===== src/rtl/core/crfp_pkg.sv =====
`timescale 1ns / 1ps
package crfp_pkg;

  localparam logic [7:0] SYNC_A  = 8'hAA;
  localparam logic [7:0] SYNC_B  = 8'h56;
  localparam logic [7:0] CMD_MAX = 8'h05;
  localparam logic [5:0] MARKER_LEN = 6'd4;

  typedef enum logic [2:0] {
    PH_HUNT_A   = 3'd0,
    PH_HUNT_B   = 3'd1,
    PH_SEND_ID  = 3'd2,
    PH_COMMAND  = 3'd3,
    PH_PAYLOAD  = 3'd4,
    PH_MARKER   = 3'd5,
    PH_CHECKSUM = 3'd6
  } phase_t;

  typedef enum logic [1:0] {
    KIND_PAYLOAD = 2'd0,
    KIND_FRAME   = 2'd1,
    KIND_BAD_CMD = 2'd2
  } kind_t;

  typedef struct packed {
    logic [1:0] result_kind;
    logic [7:0] frame_send_id;
    logic [7:0] frame_command;
    logic [4:0] payload_offset;
    logic [7:0] payload_value;
    logic       end_marker_ok;
    logic       checksum_ok;
    logic [7:0] frames_seen;
  } result_t;

  function automatic logic [5:0] payload_len(input logic [2:0] cmd);
    logic [5:0] len;
    case (cmd)
      3'd0:    len = 6'd3;
      3'd1:    len = 6'd1;
      3'd2:    len = 6'd5;
      3'd3:    len = 6'd8;
      3'd4:    len = 6'd17;
      3'd5:    len = 6'd17;
      default: len = 6'd3;
    endcase
    return len;
  endfunction

  function automatic logic [7:0] end_marker(input logic [1:0] idx);
    logic [7:0] m;
    case (idx)
      2'd0:    m = 8'hCC;
      2'd1:    m = 8'h33;
      2'd2:    m = 8'hC3;
      2'd3:    m = 8'h3C;
      default: m = 8'hCC;
    endcase
    return m;
  endfunction

endpackage


===== src/rtl/core/crfp_deframer.sv =====
`timescale 1ns / 1ps
module crfp_deframer import crfp_pkg::*; (
  input  logic       clk,
  input  logic       rst_n,
  input  logic       accept,
  input  logic [7:0] rx_byte,
  output logic       res_valid,
  output result_t    res
);

  phase_t     phase_r, phase_nxt;
  logic [4:0] count_r, count_nxt;
  logic [7:0] xor_r, xor_nxt;
  logic [7:0] send_id_r, send_id_nxt;
  logic [2:0] cmd_r, cmd_nxt;
  logic       mgood_r, mgood_nxt;
  logic [7:0] total_r, total_nxt;
  logic [5:0] count_inc;

  always_ff @(posedge clk) begin
    if (!rst_n) begin
      phase_r   <= PH_HUNT_A;
      count_r   <= '0;
      xor_r     <= '0;
      send_id_r <= '0;
      cmd_r     <= '0;
      mgood_r   <= 1'b1;
      total_r   <= '0;
    end else if (accept) begin
      phase_r   <= phase_nxt;
      count_r   <= count_nxt;
      xor_r     <= xor_nxt;
      send_id_r <= send_id_nxt;
      cmd_r     <= cmd_nxt;
      mgood_r   <= mgood_nxt;
      total_r   <= total_nxt;
    end
  end

  assign count_inc = {1'b0, count_r} + 6'd1;

  always_comb begin
    phase_nxt   = phase_r;
    count_nxt   = count_r;
    xor_nxt     = xor_r;
    send_id_nxt = send_id_r;
    cmd_nxt     = cmd_r;
    mgood_nxt   = mgood_r;
    total_nxt   = total_r;
    res_valid   = 1'b0;
    res.result_kind    = KIND_PAYLOAD;
    res.frame_send_id  = send_id_r;
    res.frame_command  = {5'd0, cmd_r};
    res.payload_offset = '0;
    res.payload_value  = '0;
    res.end_marker_ok  = 1'b0;
    res.checksum_ok    = 1'b0;
    res.frames_seen    = total_r;

    case (phase_r)
      PH_HUNT_B: begin
        if (rx_byte == SYNC_B) begin
          xor_nxt   = SYNC_A ^ SYNC_B;
          mgood_nxt = 1'b1;
          count_nxt = '0;
          phase_nxt = PH_SEND_ID;
        end else begin
          phase_nxt = PH_HUNT_A;
        end
      end
      PH_SEND_ID: begin
        send_id_nxt = rx_byte;
        xor_nxt     = xor_r ^ rx_byte;
        phase_nxt   = PH_COMMAND;
      end
      PH_COMMAND: begin
        xor_nxt = xor_r ^ rx_byte;
        if (rx_byte > CMD_MAX) begin
          res_valid         = 1'b1;
          res.result_kind   = KIND_BAD_CMD;
          res.frame_command = rx_byte;
          phase_nxt         = PH_HUNT_A;
        end else begin
          cmd_nxt   = rx_byte[2:0];
          count_nxt = '0;
          phase_nxt = PH_PAYLOAD;
        end
      end
      PH_PAYLOAD: begin
        xor_nxt            = xor_r ^ rx_byte;
        res_valid          = 1'b1;
        res.result_kind    = KIND_PAYLOAD;
        res.payload_offset = count_r;
        res.payload_value  = rx_byte;
        if (count_inc >= payload_len(cmd_r)) begin
          count_nxt = '0;
          phase_nxt = PH_MARKER;
        end else begin
          count_nxt = count_inc[4:0];
        end
      end
      PH_MARKER: begin
        if (rx_byte != end_marker(count_r[1:0])) mgood_nxt = 1'b0;
        xor_nxt = xor_r ^ rx_byte;
        if (count_inc >= MARKER_LEN) begin
          count_nxt = '0;
          phase_nxt = PH_CHECKSUM;
        end else begin
          count_nxt = count_inc[4:0];
        end
      end
      PH_CHECKSUM: begin
        res_valid         = 1'b1;
        res.result_kind   = KIND_FRAME;
        res.end_marker_ok = mgood_r;
        res.checksum_ok   = (xor_r == rx_byte);
        total_nxt         = total_r + 8'd1;
        count_nxt         = '0;
        phase_nxt         = PH_HUNT_A;
      end
      default: begin
        // hunting first sync byte; unused code lands here too
        phase_nxt = (rx_byte == SYNC_A) ? PH_HUNT_B : PH_HUNT_A;
      end
    endcase
  end

endmodule


===== src/rtl/core/crfp_out_buf.sv =====
`timescale 1ns / 1ps
module crfp_out_buf import crfp_pkg::*; (
  input  logic    clk,
  input  logic    rst_n,
  input  logic    push,
  input  result_t push_data,
  input  logic    pop_stall,
  output logic    full,
  output logic    pop_valid,
  output result_t pop_data
);

  // two-entry skid: head in slot 0
  result_t    slot0_r, slot0_nxt;
  result_t    slot1_r, slot1_nxt;
  logic [1:0] cnt_r, cnt_nxt;
  logic       pop;

  assign pop_valid = (cnt_r != 2'd0);
  assign full      = (cnt_r == 2'd2);
  assign pop_data  = slot0_r;
  assign pop       = pop_valid && !pop_stall;

  always_comb begin
    slot0_nxt = slot0_r;
    slot1_nxt = slot1_r;
    cnt_nxt   = cnt_r;
    if (pop && push) begin
      if (cnt_r == 2'd2) begin
        slot0_nxt = slot1_r;
        slot1_nxt = push_data;
      end else begin
        slot0_nxt = push_data;
      end
    end else if (pop) begin
      slot0_nxt = slot1_r;
      cnt_nxt   = cnt_r - 2'd1;
    end else if (push) begin
      if (cnt_r == 2'd0) slot0_nxt = push_data;
      else slot1_nxt = push_data;
      cnt_nxt = cnt_r + 2'd1;
    end
  end

  always_ff @(posedge clk) begin
    if (!rst_n) begin
      cnt_r <= '0;
    end else begin
      cnt_r <= cnt_nxt;
    end
  end

  always_ff @(posedge clk) begin
    slot0_r <= slot0_nxt;
    slot1_r <= slot1_nxt;
  end

endmodule


===== src/rtl/core/card_reader_frame_parser.sv =====
`timescale 1ns / 1ps
// channel | handshake               | beat payload
// in      | in_valid / in_stall     | in_rx_byte
// out     | out_valid / out_stall   | out_result_kind .. out_frames_seen
//
// One byte per cycle while in_stall is low. The deframer state updates in the
// cycle of the beat; the result is pushed into a two-entry output buffer.
// in_stall rises only when both buffer entries are held by a stalled output.
// Reset (rst_n low, synchronous) returns to hunting the first sync byte and
// empties the buffer; the frame count clears.
module card_reader_frame_parser import crfp_pkg::*; (
  input  logic       clk,
  input  logic       rst_n,
  input  logic       in_valid,
  output logic       in_stall,
  input  logic [7:0] in_rx_byte,
  output logic       out_valid,
  input  logic       out_stall,
  output logic [1:0] out_result_kind,
  output logic [7:0] out_frame_send_id,
  output logic [7:0] out_frame_command,
  output logic [4:0] out_payload_offset,
  output logic [7:0] out_payload_value,
  output logic       out_end_marker_ok,
  output logic       out_checksum_ok,
  output logic [7:0] out_frames_seen
);

  logic    accept;
  logic    res_valid;
  result_t res;
  result_t head;

  assign accept = in_valid && !in_stall;

  crfp_deframer u_deframer (
    .clk       (clk),
    .rst_n     (rst_n),
    .accept    (accept),
    .rx_byte   (in_rx_byte),
    .res_valid (res_valid),
    .res       (res)
  );

  crfp_out_buf u_out_buf (
    .clk       (clk),
    .rst_n     (rst_n),
    .push      (accept && res_valid),
    .push_data (res),
    .pop_stall (out_stall),
    .full      (in_stall),
    .pop_valid (out_valid),
    .pop_data  (head)
  );

  assign out_result_kind    = head.result_kind;
  assign out_frame_send_id  = head.frame_send_id;
  assign out_frame_command  = head.frame_command;
  assign out_payload_offset = head.payload_offset;
  assign out_payload_value  = head.payload_value;
  assign out_end_marker_ok  = head.end_marker_ok;
  assign out_checksum_ok    = head.checksum_ok;
  assign out_frames_seen    = head.frames_seen;

endmodule


===== config.mk =====
export PLATFORM = sky130hd
export DESIGN_NAME = card_reader_frame_parser
export DESIGN_NICKNAME = d
export VERILOG_FILES = /design/src/rtl/core/crfp_pkg.sv /design/src/rtl/core/crfp_deframer.sv /design/src/rtl/core/crfp_out_buf.sv /design/src/rtl/core/card_reader_frame_parser.sv
export SDC_FILE = /design/constraint.sdc
export NUM_CORES = 1
export LEC_CHECK = 0
export BUFFER_PORTS_ARGS = -buffer_cell sky130_fd_sc_hd__clkbuf_2
export CORE_ASPECT_RATIO = 0.5
export CORE_MARGIN = 8
export CORE_UTILIZATION = 55
export DETAILED_ROUTE_END_ITERATION = 6
export HOLD_SLACK_MARGIN = 0.03
export PLACE_DENSITY = 0.83
export SKIP_LAST_GASP = 1
export SLEW_MARGIN = 15
export SYNTH_ARGS = -nofsm -noshare
export SYNTH_HDL_FRONTEND = slang
export SYNTH_SLANG_ARGS = --single-unit
export TNS_END_PERCENT = 5

===== constraint.sdc =====
create_clock -name clk -period 8.95 [get_ports clk]
set_clock_uncertainty 0.1 [all_clocks]
set_input_delay 0.4475 -clock clk [delete_from_list [all_inputs] [get_ports clk]]
set_output_delay 0.4475 -clock clk [all_outputs]
set_load 0.02 [all_outputs]

==> flow_summary.ini, run 1 <==
[sta]
tns_ns = 0
slew_viol_final = 0
hold_viol = 0
hold_ws_ns = 0.365
tightest_slew_ns = 0.921
finalSetupViolations = 0
max_freq_mhz = 268
rsz0062_at_grt = false
fin_crit_sh_pct = 41.6
slew_headroom_pct = 38.2
period_minus_slack_ns = 3.72

[place]
dp_hpwl_microns = 7690
io_buffers = 54
placedCellCount = 599
gp_congestion = 0.842
placedInstanceArea_sq_mm = 0.00588

[logic_synthesis]
synth_top_area_share_pct = 44.7
synth-main-ff-cell = edfxtp_1
synth_nets = 454
yosysSeqAreaShare_pct = 58.5
synth_top_cell_by_area = edfxtp_1
synth_area_leaders = edfxtp_1, dfxtp_1, mux2_2
synth.distinct_cells = 62
ys_ff_latch = 120
async_reset_ff_share_pct = 0
synth.avg_cell_area_sq_um = 12.8
synth_warnings = 0
synth-edff-count = 82
syn-cell-area_sq_mm = 0.00551
syn_inst = 430

[outcome]
violations = design-rule violations
outcome = finished, violations left

[floorplanning]
initial_core_util_pct = 57.4
core.rowCount = 25
die_x_microns = 158
io_pins = 55
die-area_sq_mm = 0.0137
die_y_microns = 86.8
core_area_sq_mm = 0.00960

[route]
wl_microns = 12000
vias = 3724
post-route-drc-count = 2
viasPerCell = 5.91
drt-initial-drc-count = 246
antenna_left = 0
wl_per_cell_microns = 19.0
drt_first_pass_iters = 7

[clock_tree]
hold_buffers = 0
cts_resized = 0
clockRootBuffer = clkbuf_16
cts_buffers = 17
clock_sinks = 120
cts_tree = done
clkTransAtPathRegs_ns = 0.05
clk_latency_ns = 0.42
post-cts-setup-buffer-count = 0
htreeDepth = 4
clockBufferDepth = 2

[power_and_ir_drop]
leakagePower_nw = 2.45
irDropWorstVdd_v = 0.000111
power.density_mw_per_mm2 = 190

[grt]
grt_pass1_vias = 3645
antenna_found_initial = 0
grt_use_total_pct = 18.3
grt_pass1_wl_microns = 19200
gr-total-overflow = 0
grt_start_max_net_pins = 32

[final_layout]
nets = 507
final_cell_mix = edfxtp_1, clkbuf_2, mux2_2
area_growth_pct = 16.4
diodes = 0
final_common_cell = edfxtp_1
drive_gt1_share_pct = 27.9
stdcell_area_sq_mm = 0.00641
instances_no_fill = 630

[worst_setup_path]
r2r_setup_slack_ns = 5.23
crit_start = u_deframer.phase_r[2]
crit_type = flip-flop to flip-flop
cp-end-kind = flip-flop
arrival_ns = 3.78
reg2reg_from = u_deframer.phase_r[2]
cp.required_ns = 9.01
cp_max_fo = 21
cp-start-kind = flip-flop

[job]
maxCapViolCount = 0

[min_path]
hp-start = u_deframer.send_id_r[3]
worstHoldPathType = flip-flop to flip-flop
## cells by family (layout without fill, tap and decap cells)
family | count (synthesis) | after routing | share of synthesized area (%)
buffers and inverters | 34 | 99 | 2.95
AO/OA/AOI/OAI | 48 | 48 | 6.90
AND/OR/NAND/NOR | 138 | 138 | 14.1
multiplexers | 59 | 59 | 11.8
adder cells (fa/ha/maj) | 12 | 12 | 2.72
XOR/XNOR | 19 | 19 | 3.02
flip-flops | 120 | 120 | 58.5
## state kept, by name, indices dropped and copies added, names as in the netlist
register / cells
u_out_buf.cnt_r: 2
u_deframer.cmd_r: 3
u_deframer.total_r: 8
u_deframer.send_id_r: 8
u_deframer.xor_r: 8
u_deframer.count_r: 5
u_deframer.mgood_r: 1
u_out_buf.slot1_r: 41
u_out_buf.pop_data: 41
u_deframer.phase_r: 3
## stage by stage
step,utilization (%),total power [mW],setup WS [ns]
after global placement,61.3,0.615,5.38
after global routing,66.8,1.25,5.01
after detailed placement,61.3,0.616,5.25
after floorplan,-,0.611,3.82
after CTS,66.8,1.22,5.29
final,66.8,1.22,5.23
## worst max-delay path, cell delays in order, from the launching register on
cell      delay (ns)
dfxtp_1         0.62
and3b_1         0.31
a21boi_4        0.20
o21ai_1         0.42
inv_1           0.10
ha_1            0.27
o21ai_4         0.60
buf_4           0.43
mux2_1          0.38
## Yosys cell counts, types with 3 or more instances
cell type	number
a21oi_1	10
and2_1	19
and3_1	4
buf_2	13
clkbuf_1	8
dfxtp_1	38
edfxtp_1	82
ha_1	12
inv_1	9
mux2_1	7
mux2_2	40
mux2i_1	12
nand2_1	16
nand2b_1	6
nand3_1	9
nand3b_1	3
nand4_1	8
nor2_1	39
nor2b_1	5
nor3_1	3
o211ai_1	3
o21ai_0	6
o21ai_1	3
o221a_1	8
or3_1	4
or4_1	3
xnor2_1	11
xor2_1	8
## worst paths after layout
check                                 to  cells past startpoint
hold / removal     u_out_buf.slot1_r[34]                      0
setup reg to reg  u_out_buf.pop_data[29]                      8
setup / recovery  u_out_buf.pop_data[29]                      8
hold reg to reg    u_out_buf.slot1_r[34]                      0
## area by class of cell
| class | count | area [sq um] |
|---|---|---|
| well taps | 135 | 169 |
| fillers | 682 | 3190 |
| repair buffers | 58 | 300 |
| inverters | 10 | 37.5 |
| clock buffers | 20 | 447 |
| flip-flops and latches | 120 | 3220 |
| clock inverters | 11 | 82.6 |
| multi-input cells | 276 | 2150 |
## routing by layer
metal	share of wire (%)	track usage, %
met1	44	22.8
met2	47	29.5
met3	6.2	4.81
met4	2.1	8.49
met5	0	0
## power breakdown
group | internal, mW | switching (mW) | total [mW] | leakage [nW]
Combinational | 0.00513 | 0.0144 | 0.0196 | 1.14
Sequential | 0.586 | 0.0000450 | 0.586 | 1.06
Clock | 0.380 | 0.232 | 0.612 | 0.252
Note: power is estimated with default switching activity, not from simulation.
==> inputs of run 2 (changes only) <==
--- a/config.mk
+++ b/config.mk
@@ -5,6 +5,7 @@
 export SDC_FILE = /design/constraint.sdc
 export NUM_CORES = 1
 export LEC_CHECK = 0
+export ABC_AREA = 1
 export BUFFER_PORTS_ARGS = -buffer_cell sky130_fd_sc_hd__clkbuf_2
 export CORE_ASPECT_RATIO = 0.5
 export CORE_MARGIN = 8
==> constraint.sdc (replaced) <==
create_clock -name clk -period 3.9 [get_ports clk]
set_clock_uncertainty 0.1 [all_clocks]
set_input_delay 0.195 -clock clk [delete_from_list [all_inputs] [get_ports clk]]
set_output_delay 0.195 -clock clk [all_outputs]
set_load 0.02 [all_outputs]
==> run 2 against run 1 <==
  * The flow now finishes without violations
  * Combinational power increased to 25 times the previous value
  * Synthesized cell count up 65%
  * Die area grew 8.5%
  * Cell count rose by 46%
  * Sequential share of layout area fell by 4.5 points
  * Register-to-register slack lost 4.4 ns
  * Critical path type unchanged
==> flow_summary.ini, run 2 <==
[worst_setup_path]
crit_chain = inv_2, nand3_2, inv_1, nand2_1, a21oi_1, inv_1, ha_1, nor2_1, o21ai_0, a21oi_4, buf_12
cp.required_ns = 3.91
crit_type = flip-flop to flip-flop
cp-end-kind = flip-flop
cp_num_cells = 11
crit_start = u_deframer.phase_r[2]
crit_buf_inv = 4
arrival_ns = 3.04
cp_common_cell = inv_1
max_stage_delay_ns = 0.53
cp-start-kind = flip-flop
cp_max_fo = 25
reg2reg_depth = 11
crit_path_top_delay_cell = a21oi_4
reg2reg_from = u_deframer.phase_r[2]
cp_top_family = compound AO/OA/AOI/OAI gates

[sta]
slew_viol_final = 0
period_minus_slack_ns = 3.04
max_freq_mhz = 329
rsz0062_at_grt = false
hold_viol = 0
hold_ws_ns = 0.0654
finalSetupViolations = 0
tns_ns = 0
fin_crit_sh_pct = 77.8
slew_headroom_pct = 40.0
tightest_slew_ns = 0.897

[floorplanning]
io_pins = 55
die-area_sq_mm = 0.0148
die_x_microns = 164
die_y_microns = 90.2
initial_core_util_pct = 55.7
core.rowCount = 27
core_area_sq_mm = 0.0109

[logic_synthesis]
yosysSeqAreaShare_pct = 53.2
synth.most_common_cell = nand2_1
synth_area_leaders = edfxtp_1, dfxtp_1, nand2_1
synth_nets = 735
synth_warnings = 0
async_reset_ff_share_pct = 0
ys_top_cells_by_count = nand2_1, nor2_1, edfxtp_1
synth-edff-count = 82
syn-cell-area_sq_mm = 0.00606
syn_inst = 711
synth_top_cell_by_area = edfxtp_1
synth.distinct_cells = 38
synth-main-ff-cell = edfxtp_1
synth.avg_cell_area_sq_um = 8.52
ys_ff_latch = 120
synth_top_area_share_pct = 40.6

[min_path]
worstHoldPathType = primary input to flip-flop
hp-start = in_rx_byte[0]
hold_depth = 3

[power_and_ir_drop]
irDropWorstVdd_v = 0.000241
power_mw = 3.43
power.density_mw_per_mm2 = 487
leakagePower_nw = 2.84

[route]
post-route-drc-count = 0
viasPerCell = 5.90
vias = 5438
antenna_left = 0
wl_microns = 15500
drt_first_pass_iters = 7
wl_per_cell_microns = 16.8
drt-initial-drc-count = 777

[outcome]
outcome = completed

[final_layout]
stdcell_area_sq_mm = 0.00704
nets = 787
final_cell_mix = nand2_1, nor2_1, edfxtp_1
final_common_cell = nand2_1
fillers = 846
area_growth_pct = 16.2
final_util_pct = 64.7
diodes = 0
drive_gt1_share_pct = 15.2

[clock_tree]
cts_buffers = 17
clkTransAtPathRegs_ns = 0.05
cts_tree = done
post-cts-setup-buffer-count = 0
clockBufferDepth = 2
htreeDepth = 4
clockRootBuffer = clkbuf_16
clk_latency_ns = 0.41
hold_buffers = 1
clock_sinks = 120
cts_resized = 0

[place]
placedInstanceArea_sq_mm = 0.00649
io_buffers = 54
gp_congestion = 0.957
dp_hpwl_microns = 10100

[job]
maxCapViolCount = 0

[grt]
antenna_found_initial = 0
grt_use_total_pct = 21.3
grt_pass1_wl_microns = 25400
gr-total-overflow = 0
grt_pass1_vias = 5235
grt_start_max_net_pins = 44
[run 2: cell type report]
cell class / instances / area (sq um) / share of cell area, %
sequential: 120 / 3220 / 45.8
clock inverter: 12 / 105 / 1.49
multi-input combinational: 496 / 2490 / 35.4
timing repair buffer: 64 / 360 / 5.12
inverter: 64 / 240 / 3.41
tap: 145 / 181 / 2.58
clock buffer: 20 / 437 / 6.20
[run 2: through the flow]
stage                     setup slack (ns)  std cells
final                                0.865        921
after global routing                 0.656        921
after CTS                            0.908        921
after detailed placement             0.953        888
after global placement                1.08        888
after floorplan                     -0.382        711
[run 2: logic make-up after synthesis]
| family | after synthesis | synth area share (%) |
|---|---|---|
| buf+inv | 95 | 6.07 |
| xor+xnor | 9 | 1.30 |
| fa+ha+maj | 12 | 2.48 |
| compound gates | 179 | 16.6 |
| simple gates | 296 | 20.4 |
| flops | 120 | 53.2 |
[run 2: path summary, 6_finish.rpt]
kind	endpoint	slack [ns]
min reg2reg	u_deframer.xor_r[7]	0.36
max	u_out_buf.slot1_r[21]	0.86
max reg2reg	u_out_buf.slot1_r[21]	0.86
min	u_deframer.cmd_r[0]	0.07
[run 2: worst reg2reg max path, delay by kind of cell (launching register included)]
kind | cells | cell delay [ns]
DFF | 1 | 0.38
and+or+nand+nor | 3 | 0.36
AOI/OAI and AO/OA | 3 | 0.94
adders and majority gates | 1 | 0.22
buffers and inverters | 4 | 0.75
[run 2: layer usage]
metal  part of all wire, %  track usage (%)
met3                    10             5.82
met2                    48             34.5
met5                     0                0
met4                   2.3             8.72
met1                    40             26.3
[run 2: power breakdown]
part | switching (mW) | total, mW | internal (mW) | leakage [nW]
combinational | 0.348 | 0.490 | 0.142 | 1.50
clock | 0.568 | 1.44 | 0.872 | 0.252
sequential | 0.0402 | 1.50 | 1.46 | 1.08
total | 0.957 | 3.43 | 2.47 | 2.84
